--- config.mk ---
export PLATFORM = sky130hd
export DESIGN_NAME = canopy_layer_irradiance_fraction
export DESIGN_NICKNAME = d
export VERILOG_FILES = /design/src/hdl/clif_pkg.sv /design/src/hdl/canopy_layer_irradiance_fraction.sv /design/src/hdl/clif_ctrl.sv /design/src/hdl/clif_dp.sv
export SDC_FILE = /design/constraint.sdc
export NUM_CORES = 2
export LEC_CHECK = 0
export BUFFER_PORTS_ARGS = -buffer_cell sky130_fd_sc_hd__buf_2
export CAP_MARGIN = 20
export CORE_ASPECT_RATIO = 1.25
export CORE_MARGIN = 2
export CORE_UTILIZATION = 50
export DETAILED_ROUTE_END_ITERATION = 8
export PLACE_DENSITY = 0.69
export SLEW_MARGIN = 0
export SYNTH_ARGS = -nofsm -noshare
export SYNTH_HDL_FRONTEND = slang
export SYNTH_SLANG_ARGS = --single-unit
--- constraint.sdc ---
create_clock -name clk -period 10.2 [get_ports clk]
set_clock_uncertainty 0.1 [all_clocks]
set_input_delay 0 -clock clk [delete_from_list [all_inputs] [get_ports clk]]
set_output_delay 0 -clock clk [all_outputs]
set_load 0.02 [all_outputs]
--- src/hdl/clif_pkg.sv ---
// ---------------------------------------------------------------------------
// Canopy layer irradiance fraction: package
// Types, constants and the exponential factor table of the block.
// ---------------------------------------------------------------------------
package clif_pkg;

	localparam int STEP_W = 5;
	localparam int SQRT_STEPS = 16;
	localparam int EXP_STEPS = 20;
	localparam int EXP_BITS = 20;
	localparam int INC_W = 24;
	localparam int CFG_IDX_W = 1;

	localparam logic [CFG_IDX_W-1:0] REG_TRUNK_FRACTION = 1'b0;
	localparam logic [CFG_IDX_W-1:0] REG_APPLY_ROOT = 1'b1;

	localparam logic [15:0] TRUNK_FRACTION_RST = 16'd6554;
	localparam logic [16:0] FACTOR_ONE = 17'h10000;
	localparam logic [31:0] ACC_ONE = 32'h8000_0000;
	localparam logic [30:0] SQRT_BIT_INIT = 31'h4000_0000;

	typedef enum logic [3:0] {
		S_IDLE,
		S_TRUNK,
		S_SQRT_INIT,
		S_SQRT,
		S_MUL1,
		S_MUL2,
		S_ACCUM,
		S_EXPL_INIT,
		S_EXPL,
		S_EXPL_DONE,
		S_EXPG_INIT,
		S_EXPG,
		S_EXPG_DONE,
		S_OUT
	} state_t;

	typedef enum logic [3:0] {
		OP_NONE,
		OP_LOAD,
		OP_TRUNK,
		OP_SQRT_INIT,
		OP_SQRT_STEP,
		OP_MUL1,
		OP_MUL2,
		OP_ACCUM,
		OP_EXP_INIT,
		OP_EXP_STEP,
		OP_EXP_DONE,
		OP_OUT
	} op_t;

	typedef struct packed {
		op_t  op;
		logic ground;
	} cmd_t;

	typedef struct packed {
		logic mode;
		logic last_in_layer;
		logic last_layer;
		logic sqrt_last;
		logic exp_last;
		logic out_busy;
	} status_t;

	function automatic logic [31:0] q31_sq(input logic [31:0] a);
		logic [63:0] p;
		logic [63:0] r;
		p = {32'd0, a} * {32'd0, a};
		r = (p + 64'h4000_0000) >> 31;
		return r[31:0];
	endfunction

	// exp(-2^(i-16)) in Q1.31.
	localparam logic [31:0] EXP_F15 = 32'd1302514674;
	localparam logic [31:0] EXP_F16 = q31_sq(EXP_F15);
	localparam logic [31:0] EXP_F17 = q31_sq(EXP_F16);
	localparam logic [31:0] EXP_F18 = q31_sq(EXP_F17);
	localparam logic [31:0] EXP_F19 = q31_sq(EXP_F18);

	function automatic logic [31:0] exp_factor(input logic [STEP_W-1:0] idx);
		logic [31:0] f;
		case (idx)
			5'd0: f = 32'd2147450880;
			5'd1: f = 32'd2147418113;
			5'd2: f = 32'd2147352580;
			5'd3: f = 32'd2147221520;
			5'd4: f = 32'd2146959424;
			5'd5: f = 32'd2146435328;
			5'd6: f = 32'd2145387520;
			5'd7: f = 32'd2143293437;
			5'd8: f = 32'd2139111403;
			5'd9: f = 32'd2130771798;
			5'd10: f = 32'd2114190000;
			5'd11: f = 32'd2081412522;
			5'd12: f = 32'd2017374191;
			5'd13: f = 32'd1895147668;
			5'd14: f = 32'd1672461947;
			5'd15: f = EXP_F15;
			5'd16: f = EXP_F16;
			5'd17: f = EXP_F17;
			5'd18: f = EXP_F18;
			5'd19: f = EXP_F19;
			default: f = ACC_ONE;
		endcase
		return f;
	endfunction

endpackage

--- src/hdl/canopy_layer_irradiance_fraction.sv ---
// ---------------------------------------------------------------------------
// Canopy layer irradiance fraction
// Accumulates canopy optical depth element by element and gives the light
// fraction reaching each layer and the ground.
// ---------------------------------------------------------------------------
//  Channel   Direction  Content
//  s_axis    in         one canopy element (one cohort in one layer)
//  m_axis    out        one word per layer end
//  cfg       in         register writes, no read-back
//
// Each element runs the trunk step, the 16-step square root when enabled and
// multiplies into the depth sum; a layer end adds the 20-step exponential,
// a canopy end a second one for the ground. Only the exponential iterates on
// the shared multiplier. A finished word waits in the output register while
// the next element is taken in. Reset clears the depth state.
// ---------------------------------------------------------------------------
module canopy_layer_irradiance_fraction import clif_pkg::*; #(
	parameter int DEPTH_BITS = 32
) (
	input  logic                 clk,
	input  logic                 arst_n,
	input  logic                 s_axis_tvalid,
	output logic                 s_axis_tready,
	// live_leaf_area, dead_leaf_area, max_leaf_area, extinction_coef, absorptance
	input  logic [79:0]          s_axis_tdata,
	input  logic                 s_axis_tlast,
	// last_layer
	input  logic                 s_axis_tuser,
	output logic                 m_axis_tvalid,
	input  logic                 m_axis_tready,
	// layer_fraction, ground_fraction
	output logic [31:0]          m_axis_tdata,
	// canopy_end
	output logic                 m_axis_tlast,
	input  logic                 cfg_we,
	input  logic [CFG_IDX_W-1:0] cfg_index,
	input  logic [15:0]          cfg_data
);

	cmd_t cmd;
	status_t status;

	clif_ctrl u_ctrl (
		.clk      (clk),
		.arst_n   (arst_n),
		.in_valid (s_axis_tvalid),
		.in_ready (s_axis_tready),
		.status   (status),
		.cmd      (cmd)
	);

	clif_dp #(
		.DEPTH_BITS (DEPTH_BITS)
	) u_dp (
		.clk       (clk),
		.arst_n    (arst_n),
		.in_data   (s_axis_tdata),
		.in_last   (s_axis_tlast),
		.in_user   (s_axis_tuser),
		.cfg_we    (cfg_we),
		.cfg_index (cfg_index),
		.cfg_data  (cfg_data),
		.cmd       (cmd),
		.status    (status),
		.out_valid (m_axis_tvalid),
		.out_ready (m_axis_tready),
		.out_data  (m_axis_tdata),
		.out_last  (m_axis_tlast)
	);

endmodule

--- src/hdl/clif_ctrl.sv ---
// ---------------------------------------------------------------------------
// Canopy layer irradiance fraction: controller
// Sequences the datapath through one canopy element at a time.
// ---------------------------------------------------------------------------
module clif_ctrl import clif_pkg::*; (
	input  logic    clk,
	input  logic    arst_n,
	input  logic    in_valid,
	output logic    in_ready,
	input  status_t status,
	output cmd_t    cmd
);

	state_t state_q, state_d;

	always_ff @(posedge clk or negedge arst_n) begin
		if (!arst_n) begin
			state_q <= S_IDLE;
		end else begin
			state_q <= state_d;
		end
	end

	always_comb begin
		state_d = state_q;
		in_ready = 1'b0;
		cmd.op = OP_NONE;
		cmd.ground = 1'b0;
		case (state_q)
			S_IDLE: begin
				in_ready = 1'b1;
				if (in_valid) begin
					cmd.op = OP_LOAD;
					state_d = S_TRUNK;
				end
			end
			S_TRUNK: begin
				cmd.op = OP_TRUNK;
				state_d = S_SQRT_INIT;
			end
			S_SQRT_INIT: begin
				cmd.op = OP_SQRT_INIT;
				state_d = status.mode ? S_SQRT : S_MUL1;
			end
			S_SQRT: begin
				cmd.op = OP_SQRT_STEP;
				if (status.sqrt_last) begin
					state_d = S_MUL1;
				end
			end
			S_MUL1: begin
				cmd.op = OP_MUL1;
				state_d = S_MUL2;
			end
			S_MUL2: begin
				cmd.op = OP_MUL2;
				state_d = S_ACCUM;
			end
			S_ACCUM: begin
				cmd.op = OP_ACCUM;
				state_d = status.last_in_layer ? S_EXPL_INIT : S_IDLE;
			end
			S_EXPL_INIT: begin
				cmd.op = OP_EXP_INIT;
				state_d = S_EXPL;
			end
			S_EXPL: begin
				cmd.op = OP_EXP_STEP;
				if (status.exp_last) begin
					state_d = S_EXPL_DONE;
				end
			end
			S_EXPL_DONE: begin
				cmd.op = OP_EXP_DONE;
				state_d = status.last_layer ? S_EXPG_INIT : S_OUT;
			end
			S_EXPG_INIT: begin
				cmd.op = OP_EXP_INIT;
				cmd.ground = 1'b1;
				state_d = S_EXPG;
			end
			S_EXPG: begin
				cmd.op = OP_EXP_STEP;
				cmd.ground = 1'b1;
				if (status.exp_last) begin
					state_d = S_EXPG_DONE;
				end
			end
			S_EXPG_DONE: begin
				cmd.op = OP_EXP_DONE;
				cmd.ground = 1'b1;
				state_d = S_OUT;
			end
			S_OUT: begin
				if (!status.out_busy) begin
					cmd.op = OP_OUT;
					state_d = S_IDLE;
				end
			end
			default: begin
				state_d = S_IDLE;
			end
		endcase
	end

endmodule

--- src/hdl/clif_dp.sv ---
// ---------------------------------------------------------------------------
// Canopy layer irradiance fraction: datapath
// Shared multiplier, square root and exponential steps, depth accumulator,
// configuration registers and the output register.
// ---------------------------------------------------------------------------
module clif_dp import clif_pkg::*; #(
	parameter int DEPTH_BITS = 32
) (
	input  logic                 clk,
	input  logic                 arst_n,
	input  logic [79:0]          in_data,
	input  logic                 in_last,
	input  logic                 in_user,
	input  logic                 cfg_we,
	input  logic [CFG_IDX_W-1:0] cfg_index,
	input  logic [15:0]          cfg_data,
	input  cmd_t                 cmd,
	output status_t              status,
	output logic                 out_valid,
	input  logic                 out_ready,
	output logic [31:0]          out_data,
	output logic                 out_last
);

	logic [15:0] live_q, dead_q, mx_q, k_q, alpha_q;
	logic lil_q, ll_q;
	logic [15:0] tf_q;
	logic mode_q;
	logic [DEPTH_BITS-1:0] depth_q, entry_q;
	logic opening_q;
	logic [16:0] area_q;
	logic [31:0] rem_q, res_q;
	logic [30:0] bit_q;
	logic [STEP_W-1:0] cnt_q;
	logic [32:0] prod_q;
	logic [INC_W-1:0] inc_q;
	logic [31:0] acc_q;
	logic [EXP_BITS-1:0] dsel_q;
	logic big_q;
	logic [15:0] layer_frac_q, ground_frac_q;
	logic out_valid_q;
	logic [31:0] out_data_q;
	logic out_last_q;

	logic [32:0] mul_a;
	logic [31:0] mul_b;
	logic [64:0] mul_p;
	logic [16:0] sum_ld;
	logic [15:0] trunk;
	logic [31:0] sqrt_trial;
	logic sqrt_take;
	logic [16:0] factor;
	logic [DEPTH_BITS:0] depth_sum;
	logic [31:0] exp_round;
	logic [16:0] acc_r;
	logic [15:0] frac;
	logic [DEPTH_BITS-1:0] exp_src;

	always_comb begin
		mul_a = '0;
		mul_b = '0;
		case (cmd.op)
			OP_TRUNK: begin
				mul_a = {17'd0, tf_q};
				mul_b = {16'd0, mx_q};
			end
			OP_MUL1: begin
				mul_a = {17'd0, k_q};
				mul_b = {15'd0, factor};
			end
			OP_MUL2: begin
				mul_a = prod_q;
				mul_b = {15'd0, area_q};
			end
			OP_EXP_STEP: begin
				mul_a = {1'b0, acc_q};
				mul_b = exp_factor(cnt_q);
			end
			default: begin
				mul_a = '0;
			end
		endcase
	end

	assign mul_p = {32'd0, mul_a} * {33'd0, mul_b};
	assign sum_ld = {1'b0, live_q} + {1'b0, dead_q};
	assign trunk = mul_p[31:16];
	assign sqrt_trial = res_q + {1'b0, bit_q};
	assign sqrt_take = (rem_q >= sqrt_trial);
	assign factor = mode_q ? {1'b0, res_q[15:0]} : FACTOR_ONE;
	assign depth_sum = {1'b0, depth_q} + {{(DEPTH_BITS + 1 - INC_W){1'b0}}, inc_q};
	assign exp_round = mul_p[62:31] + {31'd0, mul_p[30]};
	assign acc_r = acc_q[31:15] + {16'd0, acc_q[14]};
	assign frac = big_q ? 16'd0 : (acc_r[16] ? 16'hFFFF : acc_r[15:0]);
	assign exp_src = cmd.ground ? depth_q : entry_q;

	always_ff @(posedge clk or negedge arst_n) begin
		if (!arst_n) begin
			tf_q <= TRUNK_FRACTION_RST;
			mode_q <= 1'b1;
		end else if (cfg_we) begin
			case (cfg_index)
				REG_TRUNK_FRACTION: tf_q <= cfg_data;
				REG_APPLY_ROOT: mode_q <= cfg_data[0];
				default: mode_q <= mode_q;
			endcase
		end
	end

	always_ff @(posedge clk or negedge arst_n) begin
		if (!arst_n) begin
			depth_q <= '0;
			entry_q <= '0;
			opening_q <= 1'b1;
		end else begin
			case (cmd.op)
				OP_LOAD: begin
					if (opening_q) begin
						entry_q <= depth_q;
						opening_q <= 1'b0;
					end
				end
				OP_ACCUM: begin
					depth_q <= depth_sum[DEPTH_BITS] ? '1 : depth_sum[DEPTH_BITS-1:0];
				end
				OP_OUT: begin
					opening_q <= 1'b1;
					if (ll_q) begin
						depth_q <= '0;
						entry_q <= '0;
					end
				end
				default: begin
					opening_q <= opening_q;
				end
			endcase
		end
	end

	always_ff @(posedge clk or negedge arst_n) begin
		if (!arst_n) begin
			out_valid_q <= 1'b0;
		end else if (cmd.op == OP_OUT) begin
			out_valid_q <= 1'b1;
		end else if (out_ready) begin
			out_valid_q <= 1'b0;
		end
	end

	always_ff @(posedge clk) begin
		case (cmd.op)
			OP_LOAD: begin
				live_q <= in_data[15:0];
				dead_q <= in_data[31:16];
				mx_q <= in_data[47:32];
				k_q <= in_data[63:48];
				alpha_q <= in_data[79:64];
				lil_q <= in_last;
				ll_q <= in_user;
			end
			OP_TRUNK: begin
				area_q <= (sum_ld > {1'b0, trunk}) ? sum_ld : {1'b0, trunk};
			end
			OP_SQRT_INIT: begin
				rem_q <= {alpha_q, 16'd0};
				res_q <= '0;
				bit_q <= SQRT_BIT_INIT;
				cnt_q <= '0;
			end
			OP_SQRT_STEP: begin
				if (sqrt_take) begin
					rem_q <= rem_q - sqrt_trial;
					res_q <= (res_q >> 1) + {1'b0, bit_q};
				end else begin
					res_q <= res_q >> 1;
				end
				bit_q <= bit_q >> 2;
				cnt_q <= cnt_q + 1'b1;
			end
			OP_MUL1: begin
				prod_q <= mul_p[32:0];
			end
			OP_MUL2: begin
				inc_q <= mul_p[49:26];
			end
			OP_EXP_INIT: begin
				dsel_q <= exp_src[EXP_BITS-1:0];
				big_q <= |exp_src[DEPTH_BITS-1:EXP_BITS];
				acc_q <= ACC_ONE;
				cnt_q <= '0;
			end
			OP_EXP_STEP: begin
				if (dsel_q[cnt_q]) begin
					acc_q <= exp_round;
				end
				cnt_q <= cnt_q + 1'b1;
			end
			OP_EXP_DONE: begin
				if (cmd.ground) begin
					ground_frac_q <= frac;
				end else begin
					layer_frac_q <= frac;
				end
			end
			OP_OUT: begin
				out_data_q <= {(ll_q ? ground_frac_q : 16'd0), layer_frac_q};
				out_last_q <= ll_q;
			end
			default: begin
				cnt_q <= cnt_q;
			end
		endcase
	end

	assign status.mode = mode_q;
	assign status.last_in_layer = lil_q;
	assign status.last_layer = ll_q;
	assign status.sqrt_last = (cnt_q == STEP_W'(SQRT_STEPS - 1));
	assign status.exp_last = (cnt_q == STEP_W'(EXP_STEPS - 1));
	assign status.out_busy = out_valid_q;

	assign out_valid = out_valid_q;
	assign out_data = out_data_q;
	assign out_last = out_last_q;

endmodule

# After elaboration in Yosys (flattened, before gate mapping)
# Memories as Yosys holds them, arrays and structs flattened. A register that Yosys moved wholly into a read port is not among the register bits.
# Cells that the tools add are included.
word_totals:
  reg_bits: 461
  mem_bits_ro: 1024
  in_bits: 104
  output_inout_bits: 35
  elab_cells: 143
  mem_count: 1
op_classes:
  n_addsub: 8
  n_mul: 1
  order_cmp: 3
  eq_ne: 35
  n_mux: 40
  n_bitwise: 2
  n_reduce_logical: 23
mem_list:
  columns: ["memory", "words", "word_bits", "rd", "rd_clocked_by_memory_dff", "wr", "line_no", "rtl"]
  rows:
  - ["(no name shown)", 32, 32, 1, 1, 0, "clif_pkg.sv:85", "case (idx)"]
op_table:
  columns: ["cell", "n"]
  rows:
  - ["32-bit one-hot mux with 2 select lines", 5]
  - ["32-bit 2-to-1 mux", 7]
  - ["33-bit one-hot mux with 4 select lines", 1]
  - ["32-bit one-hot mux with 4 select lines", 1]
  - ["33-bit by 32-bit multiplier with 63-bit output", 1]
  - ["31-bit one-hot mux with 2 select lines", 1]
  - ["4-bit one-hot mux with 14 select lines", 1]
  - ["16-bit 2-to-1 mux", 3]
  - ["4-bit one-hot mux with 11 select lines", 1]
  - ["4-bit equality test (second input constant)", 10]
  - ["32-bit by 24-bit adder with 33-bit output", 1]
  - ["31-bit by 31-bit adder with 32-bit output", 1]
  - ["32-bit by 1-bit adder with 32-bit output", 1]
  - ["32-bit by 31-bit adder with 32-bit output", 1]
  - ["4-bit by 3-bit equality test with 1-bit output (second input constant)", 8]
  - ["32-bit >= comparator", 1]
  - ["32-bit subtractor", 1]
  - ["4-bit 2-to-1 mux", 6]
  - ["16-bit by 16-bit adder with 17-bit output", 1]
  - ["17-bit by 1-bit adder with 17-bit output", 1]
  - ["17-bit by 16-bit > comparator with 1-bit output", 1]
  - ["17-bit 2-to-1 mux", 1]
  - ["4-bit by 2-bit equality test with 1-bit output (second input constant)", 4]
  - ["2-bit AND reduction", 7]
  - ["21 further kinds", 46]

# Depth between registers and ports, before layout
depth:
  ltp_word: 9
  mapped_depth: 49
  ltp_nobuf: 42

# Modules after synthesis
# Synthesis repeated with hierarchy kept, for this count alone.
hier_totals:
  hier_cells: 6200
  area_unflattened_um2: 58672.5
modules_own_cells:
  columns: ["mod", "n_inst", "cells_per_inst", "area_per_inst_um2", "seq_area_each_um2"]
  rows:
  - ["clif_dp", 1, 6134, 58165.8, 13509.2]
  - ["clif_ctrl", 1, 66, 506.7, 100.1]

# Worst setup path after synthesis
# Ideal clock, no wire load.
synth_path:
  path_type: "reg-to-reg"
  startpoint: "register u_ctrl.state_q[3]"
  endpoint: "register u_dp.area_q[10] (data pin)"
  setup_time_ns: 0.260
  arrival_time_ns: 10.691
  required_ns: 9.840
  setup_slack_ns: -0.851
  stages_incl_launch_ff: 46
  n_path_buf: 7
  synth_period_minus_slack_ns: 11.051
  path_cell_list: "dfrtp_1 > clkbuf_1 > nand2b_1 > clkbuf_1 > nor2_1 > clkbuf_1 > nand2_1 > and4_1 > clkbuf_1 > buf_1 > nor2_1 > fa_1 > fa_1 > inv_1 > fa_1 > fa_1 > inv_1 > ha_1 > (+10 left out) > a21o_1 > xor2_1 > inv_1 > ha_1 > nor2b_1 > o21a_1 > o21a_1 > o21a_1 > o21a_1 > o21a_1 > o21ai_0 > nand2b_1 > a21oi_1 > o21ai_0 > a221o_1 > clkbuf_1 > clkbuf_1 > mux2_2"
synth_between:
  elab_chain_cells: 8
  elab_cells_between_ends: 27
  classes_between: "mul: 1; order compare: 1; eq/ne: 17; mux: 4; reduce/logical: 4"
synth_rtl:
  columns: ["element", "line_no", "rtl"]
  rows:
  - ["from (decl)", "clif_ctrl.sv:14", "state_t state_q, state_d;"]
  - ["from (signal assigned)", "clif_ctrl.sv:20", "state_q <= state_d;"]
  - ["4-bit equality test / 4-bit by 3-bit equality test with 1-bit output (equally long branches)", "clif_ctrl.sv:29", "case (state_q)"]
  - ["2-bit OR reduction (no source line)", null, null]
  - ["4-bit one-hot mux with 11 select lines *", "clif_ctrl.sv:29", null]
  - ["4-bit equality test, or another cell as far along", "clif_dp.sv:62", "case (cmd.op)"]
  - ["33-bit one-hot mux with 4 select lines / 32-bit one-hot mux with 4 select lines (equally long branches)", "clif_dp.sv:62", null]
  - ["33-bit by 32-bit multiplier with 63-bit output *", "clif_dp.sv:85", "assign mul_p = {32'd0, mul_a} * {33'd0, mul_b};"]
  - ["net u_dp.mul_p[17]", "clif_dp.sv:47", "logic [64:0] mul_p;"]
  - ["17-bit by 16-bit > comparator with 1-bit output *", "clif_dp.sv:162", "area_q <= (sum_ld > {1'b0, trunk}) ? sum_ld : {1'b0, trunk};"]
  - ["16-bit 2-to-1 mux *", "clif_dp.sv:162", null]
  - ["to (signal assigned)", "clif_dp.sv:162", null]
  - ["to (decl)", "clif_dp.sv:31", "logic [16:0] area_q;"]
# Mark *: on every way through the listed nets, which the timed path passes. The rest lies on a longest branch.
# A chain may end at the register's enable or synchronous reset.

# Worst setup path after layout
layout_path:
  startpoint: "register u_ctrl.state_q[2]"
  endpoint: "register u_dp.acc_q[27] (data pin)"
layout_between:
  elab_chain_cells: 9
  elab_cells_between_ends: 29
  classes_between: "add/sub: 1; mul: 1; eq/ne: 18; mux: 5; reduce/logical: 4"
layout_rtl:
  columns: ["element", "line_no", "rtl"]
  rows:
  - ["4-bit equality test / 4-bit by 3-bit equality test with 1-bit output (equally long branches)", "clif_ctrl.sv:29", null]
  - ["2-bit OR reduction (no source line)", null, null]
  - ["4-bit one-hot mux with 11 select lines *", "clif_ctrl.sv:29", null]
  - ["4-bit equality test, or another cell as far along", "clif_dp.sv:62", null]
  - ["33-bit one-hot mux with 4 select lines / 32-bit one-hot mux with 4 select lines (equally long branches)", "clif_dp.sv:62", null]
  - ["33-bit by 32-bit multiplier with 63-bit output *", "clif_dp.sv:85", null]
  - ["net u_dp.mul_p[44]", "clif_dp.sv:47", null]
  - ["32-bit by 1-bit adder with 32-bit output *", "clif_dp.sv:92", "assign exp_round = mul_p[62:31] + {31'd0, mul_p[30]};"]
  - ["32-bit 2-to-1 mux *", "clif_dp.sv:193", "if (dsel_q[cnt_q]) begin"]
  - ["32-bit one-hot mux with 2 select lines *", "clif_dp.sv:151", "case (cmd.op)"]
  - ["to (signal assigned)", "clif_dp.sv:194", "acc_q <= exp_round;"]
  - ["to (decl)", "clif_dp.sv:37", "logic [31:0] acc_q;"]
# Mark *: on every way through the listed nets, which the timed path passes. The rest lies on a longest branch. The select of a mux whose other input is x is not followed.

==> impl_metrics.py <==
metrics = {
    "timing": {
        "worst_hold_slack_ps": 53.5,
        "period_share": 0.979,
        "fin_crit_ps": 9990,
        "slew_headroom": 0.294,
        "worstMarginPinSlew_ps": 1060,
        "max_freq_mhz": 100,
        "finalHoldViolCount": 0,
        "setup_violations": 0,
        "slew_viol_final": 0,
    },
    "die": {
        "start_util": 0.503,
        "pin_count": 139,
        "row_count": 140,
        "die_w_um": 310,
        "fp.dieH_um": 386,
        "die_area_um2": 120000,
        "core_area_um2": 116000,
    },
    "synthesis": {
        "synth_cells": 6225,
        "synth_ff_type": "edfxtp_1",
        "synth_top_family_by_area": "adder cells",
        "ys_ff_latch": 478,
        "synth_seq_area_share": 0.233,
        "synth-edff-count": 359,
        "netlist_area_um2": 58500,
        "async_flop_share": 0.182,
        "yosysWarnings": 0,
        "synth_mux_area_frac": 0.0130,
        "synthAdderAreaFrac": 0.401,
        "ys_types": 105,
        "synth.avg_cell_area_um2": 9.40,
        "synthSimpleGateAreaFrac": 0.150,
        "synth_compound_area_frac": 0.0861,
        "synth_xor_area_frac": 0.0321,
    },
    "drt": {
        "drc": 0,
        "via_per_inst": 5.72,
        "drt_iter0_markers": 4142,
        "wl_per_cell_um": 24.5,
        "detail-route-antenna-nets": 0,
        "wl_um": 207000,
        "met3_wirelength_um": 15000,
        "vias": 48300,
        "met2_length_um": 98100,
        "highest_layer": "met5",
        "firstDrtPassIters": 6,
        "met1_length_um": 73400,
    },
    "run_status": {
        "status": "complete, no violations",
    },
    "placed_design": {
        "dp.cells": 8133,
        "gp_congestion": 1.03,
        "dp_hpwl_um": 166000,
        "io_buffers": 138,
        "dpl-instance-area_um2": 64700,
    },
    "critical_path": {
        "worstSetupPathType": "register to register",
        "slowest_delay_ps": 690,
        "cp_slowest_cell": "fa_1",
        "cp_common_cell": "fa_1",
        "arrival_ps": 10380,
        "crit_fanout": 21,
        "cp-start-kind": "register",
        "crit_required_ps": 10590,
        "end_kind": "register",
    },
    "final_layout": {
        "fin_area_um2": 69300,
        "area_growth_pct": 18.5,
        "final_cell_mix": "1013 x inv_1, 962 x nand2_1, 923 x fa_1",
        "drive_above_1_share": 0.150,
        "fill_cells": 10000,
        "final_cell_count_no_fill": 8448,
        "finalNetCount": 8266,
        "final_common_cell": "inv_1",
        "utilization": 0.596,
    },
    "cts": {
        "cts_made_buffers": 48,
        "cts_root_buf": "clkbuf_16",
        "clk_path_buf_depth": 3,
        "clock_latency_ps": 650,
        "htree_levels": 2,
        "cts_tree": "built",
        "cts.sinks": 478,
        "clkSlewWorstSetupHoldPaths_ps": 60,
    },
    "power": {
        "pwr_density_cell_nw_per_um2": 324,
        "vdd_ir_drop_max_mv": 0.288,
        "leakage_nw": 31.7,
    },
    "hold_path": {
        "hold_class": "input port to register",
    },
    "global_route": {
        "grt_pass1_vias": 50300,
        "grt_max_degree": 68,
        "grt_usage": 0.347,
        "overflow": 0,
        "antenna_found_initial": 8,
        "grt_first_pass_wirelength_um": 307000,
    },
    "run": {
        "maxCapViolCount": 0,
    },
}
[routing by layer]
| layer | GRT usage | vias up |
|---|---|---|
| met5 | 0 | - |
| met4 | 0.272 | 6 |
| met3 | 0.0559 | 742 |
| met2 | 0.567 | 2261 |
| met1 | 0.404 | 24300 |
| li1 | - | 21000 |
[worst paths after layout]
path / cells after the start / start / end / slack, ps
hold reg to reg: 0 / u_dp.layer_frac_q[0]$_DFFE_PP_ / u_dp.out_data[0]$_DFFE_PP_ / 320
min in group asynchronous: 3 / arst_n / u_dp.depth_q[24]$_DFFE_PN0P_ / 60
max in group asynchronous: 3 / arst_n / u_dp.tf_q[14]$_DFFE_PN0P_ / 9250
hold / removal: 2 / s_axis_tdata[77] / u_dp.alpha_q[13]$_DFFE_PN_ / 50
setup / recovery: 33 / u_ctrl.state_q[2]$_DFFE_PN0P_ / u_dp.acc_q[27]$_SDFFCE_PP0P_ / 210
setup reg to reg: 33 / u_ctrl.state_q[2]$_DFFE_PN0P_ / u_dp.acc_q[27]$_SDFFCE_PP0P_ / 210
[kinds of logic (layout without fill, tap and decap cells)]
logic type      count (synthesis)  count (layout)
xor+xnor                      211             211
buf+inv                      1319            1967
fa+ha+maj                    1317            1317
other cells                     2              14
simple gates                 2065            2066
flops                         478             478
compound gates                771             771
mux                            62              62
[registers in the layout, summed over array words and instances (netlist names), 4 cells and up, named ones only]
register,count
u_dp.area_q,17
u_dp.acc_q,32
u_dp.layer_frac_q,16
u_dp.dead_q,16
u_dp.alpha_q,16
u_dp.rem_q,32
u_dp.live_q,16
u_dp.depth_q,32
u_dp.tf_q,16
u_dp.out_data,32
u_dp.inc_q,24
u_dp.ground_frac_q,16
u_dp.mx_q,16
u_dp.cnt_q,5
u_ctrl.state_q,4
u_dp.dsel_q,20
u_dp.k_q,16
u_dp.res_q,32
u_dp.bit_q,16
u_dp.prod_q,33
u_dp.entry_q,32
[cells in the mapped netlist (10+ instances only)]
master    count  area (um^2)
xnor2_1     109          955
a31o_2       14          123
a21oi_1     188          941
and3_1       47          294
o22ai_1      14         87.6
a22o_1       17          149
a21o_1       60          450
inv_1      1014         3810
a31oi_1      45          282
edfxtp_1    359        10800
a22oi_1      35          263
nand4_1      53          332
a211oi_1     23          173
dfxtp_1      32          641
or3_1        12         75.1
nand3_1      58          290
mux2_2       52          586
nor2_1      682         2560
o31ai_1      15          113
dfrtp_1      78         1950
o21a_1       30          225
clkbuf_1    259          972
xor2_1       98          858
nand2b_1     17          106
o21ai_0     186          931
nor4_1       17          106
and4_1       22          193
nor3_1       46          230
nand2_1     974         3660
o211ai_1     10         75.1
o21bai_1     36          270
ha_1        388         4850
and2_1       67          419
fa_1        928        18600
buf_1        28          105
nor2b_1      30          188
[metrics by stage]
stage | power, mW | setup slack [ps] | TNS (ps)
4_1_cts | 21.6 | 0.535 | 0
2_1_floorplan | 12.8 | 1.10 | 0
5_1_grt | 23.9 | -91.9 | -767
3_5_place_dp | 19.5 | -407 | -5860
6_report | 22.5 | 210 | 0
3_3_place_gp | 19.3 | -338 | -2070
[cell type report]
cell class | instances | area, um^2 | area share
multi-input combinational | 4440 | 40700 | 0.587
sequential | 478 | 13600 | 0.196
timing repair buffer | 860 | 7560 | 0.109
inverter | 1018 | 3820 | 0.0551
tap | 1562 | 1950 | 0.0282
clock buffer | 54 | 1220 | 0.0177
clock inverter | 35 | 472 | 0.00680
antenna | 1 | 2.50 | 0.0000361
[critical path, delay by kind of cell (launching register included)]
| family | cells | cell delay (ps) |
|---|---|---|
| AOI/OAI and AO/OA | 8 | 1610 |
| xor gates and xnor gates | 1 | 190 |
| adders and majority gates | 9 | 4690 |
| buffers and inverters | 8 | 1110 |
| DFF | 1 | 400 |
| and+or+nand+nor | 7 | 1770 |
[power by group]
part           switching [mW]  total [mW]  internal [mW]
registers               0.590        3.65           3.06
logic                    9.99        16.9           6.87
clock network           0.869        1.94           1.07
[timing repair]
| item | CTS | global route |
|---|---|---|
| hold buffers | 188 | 0 |
| cloned | 0 | 6 |
| buffers inserted | 3 | 25 |
| pin swaps | 2 | 38 |
| setup endpoints to repair | 32 | 41 |
| gates resized for setup | 23 | 152 |
| endpoints found under the hold margin | 195 | 0 |
No activity file was read; power rests on OpenSTA's default activity.
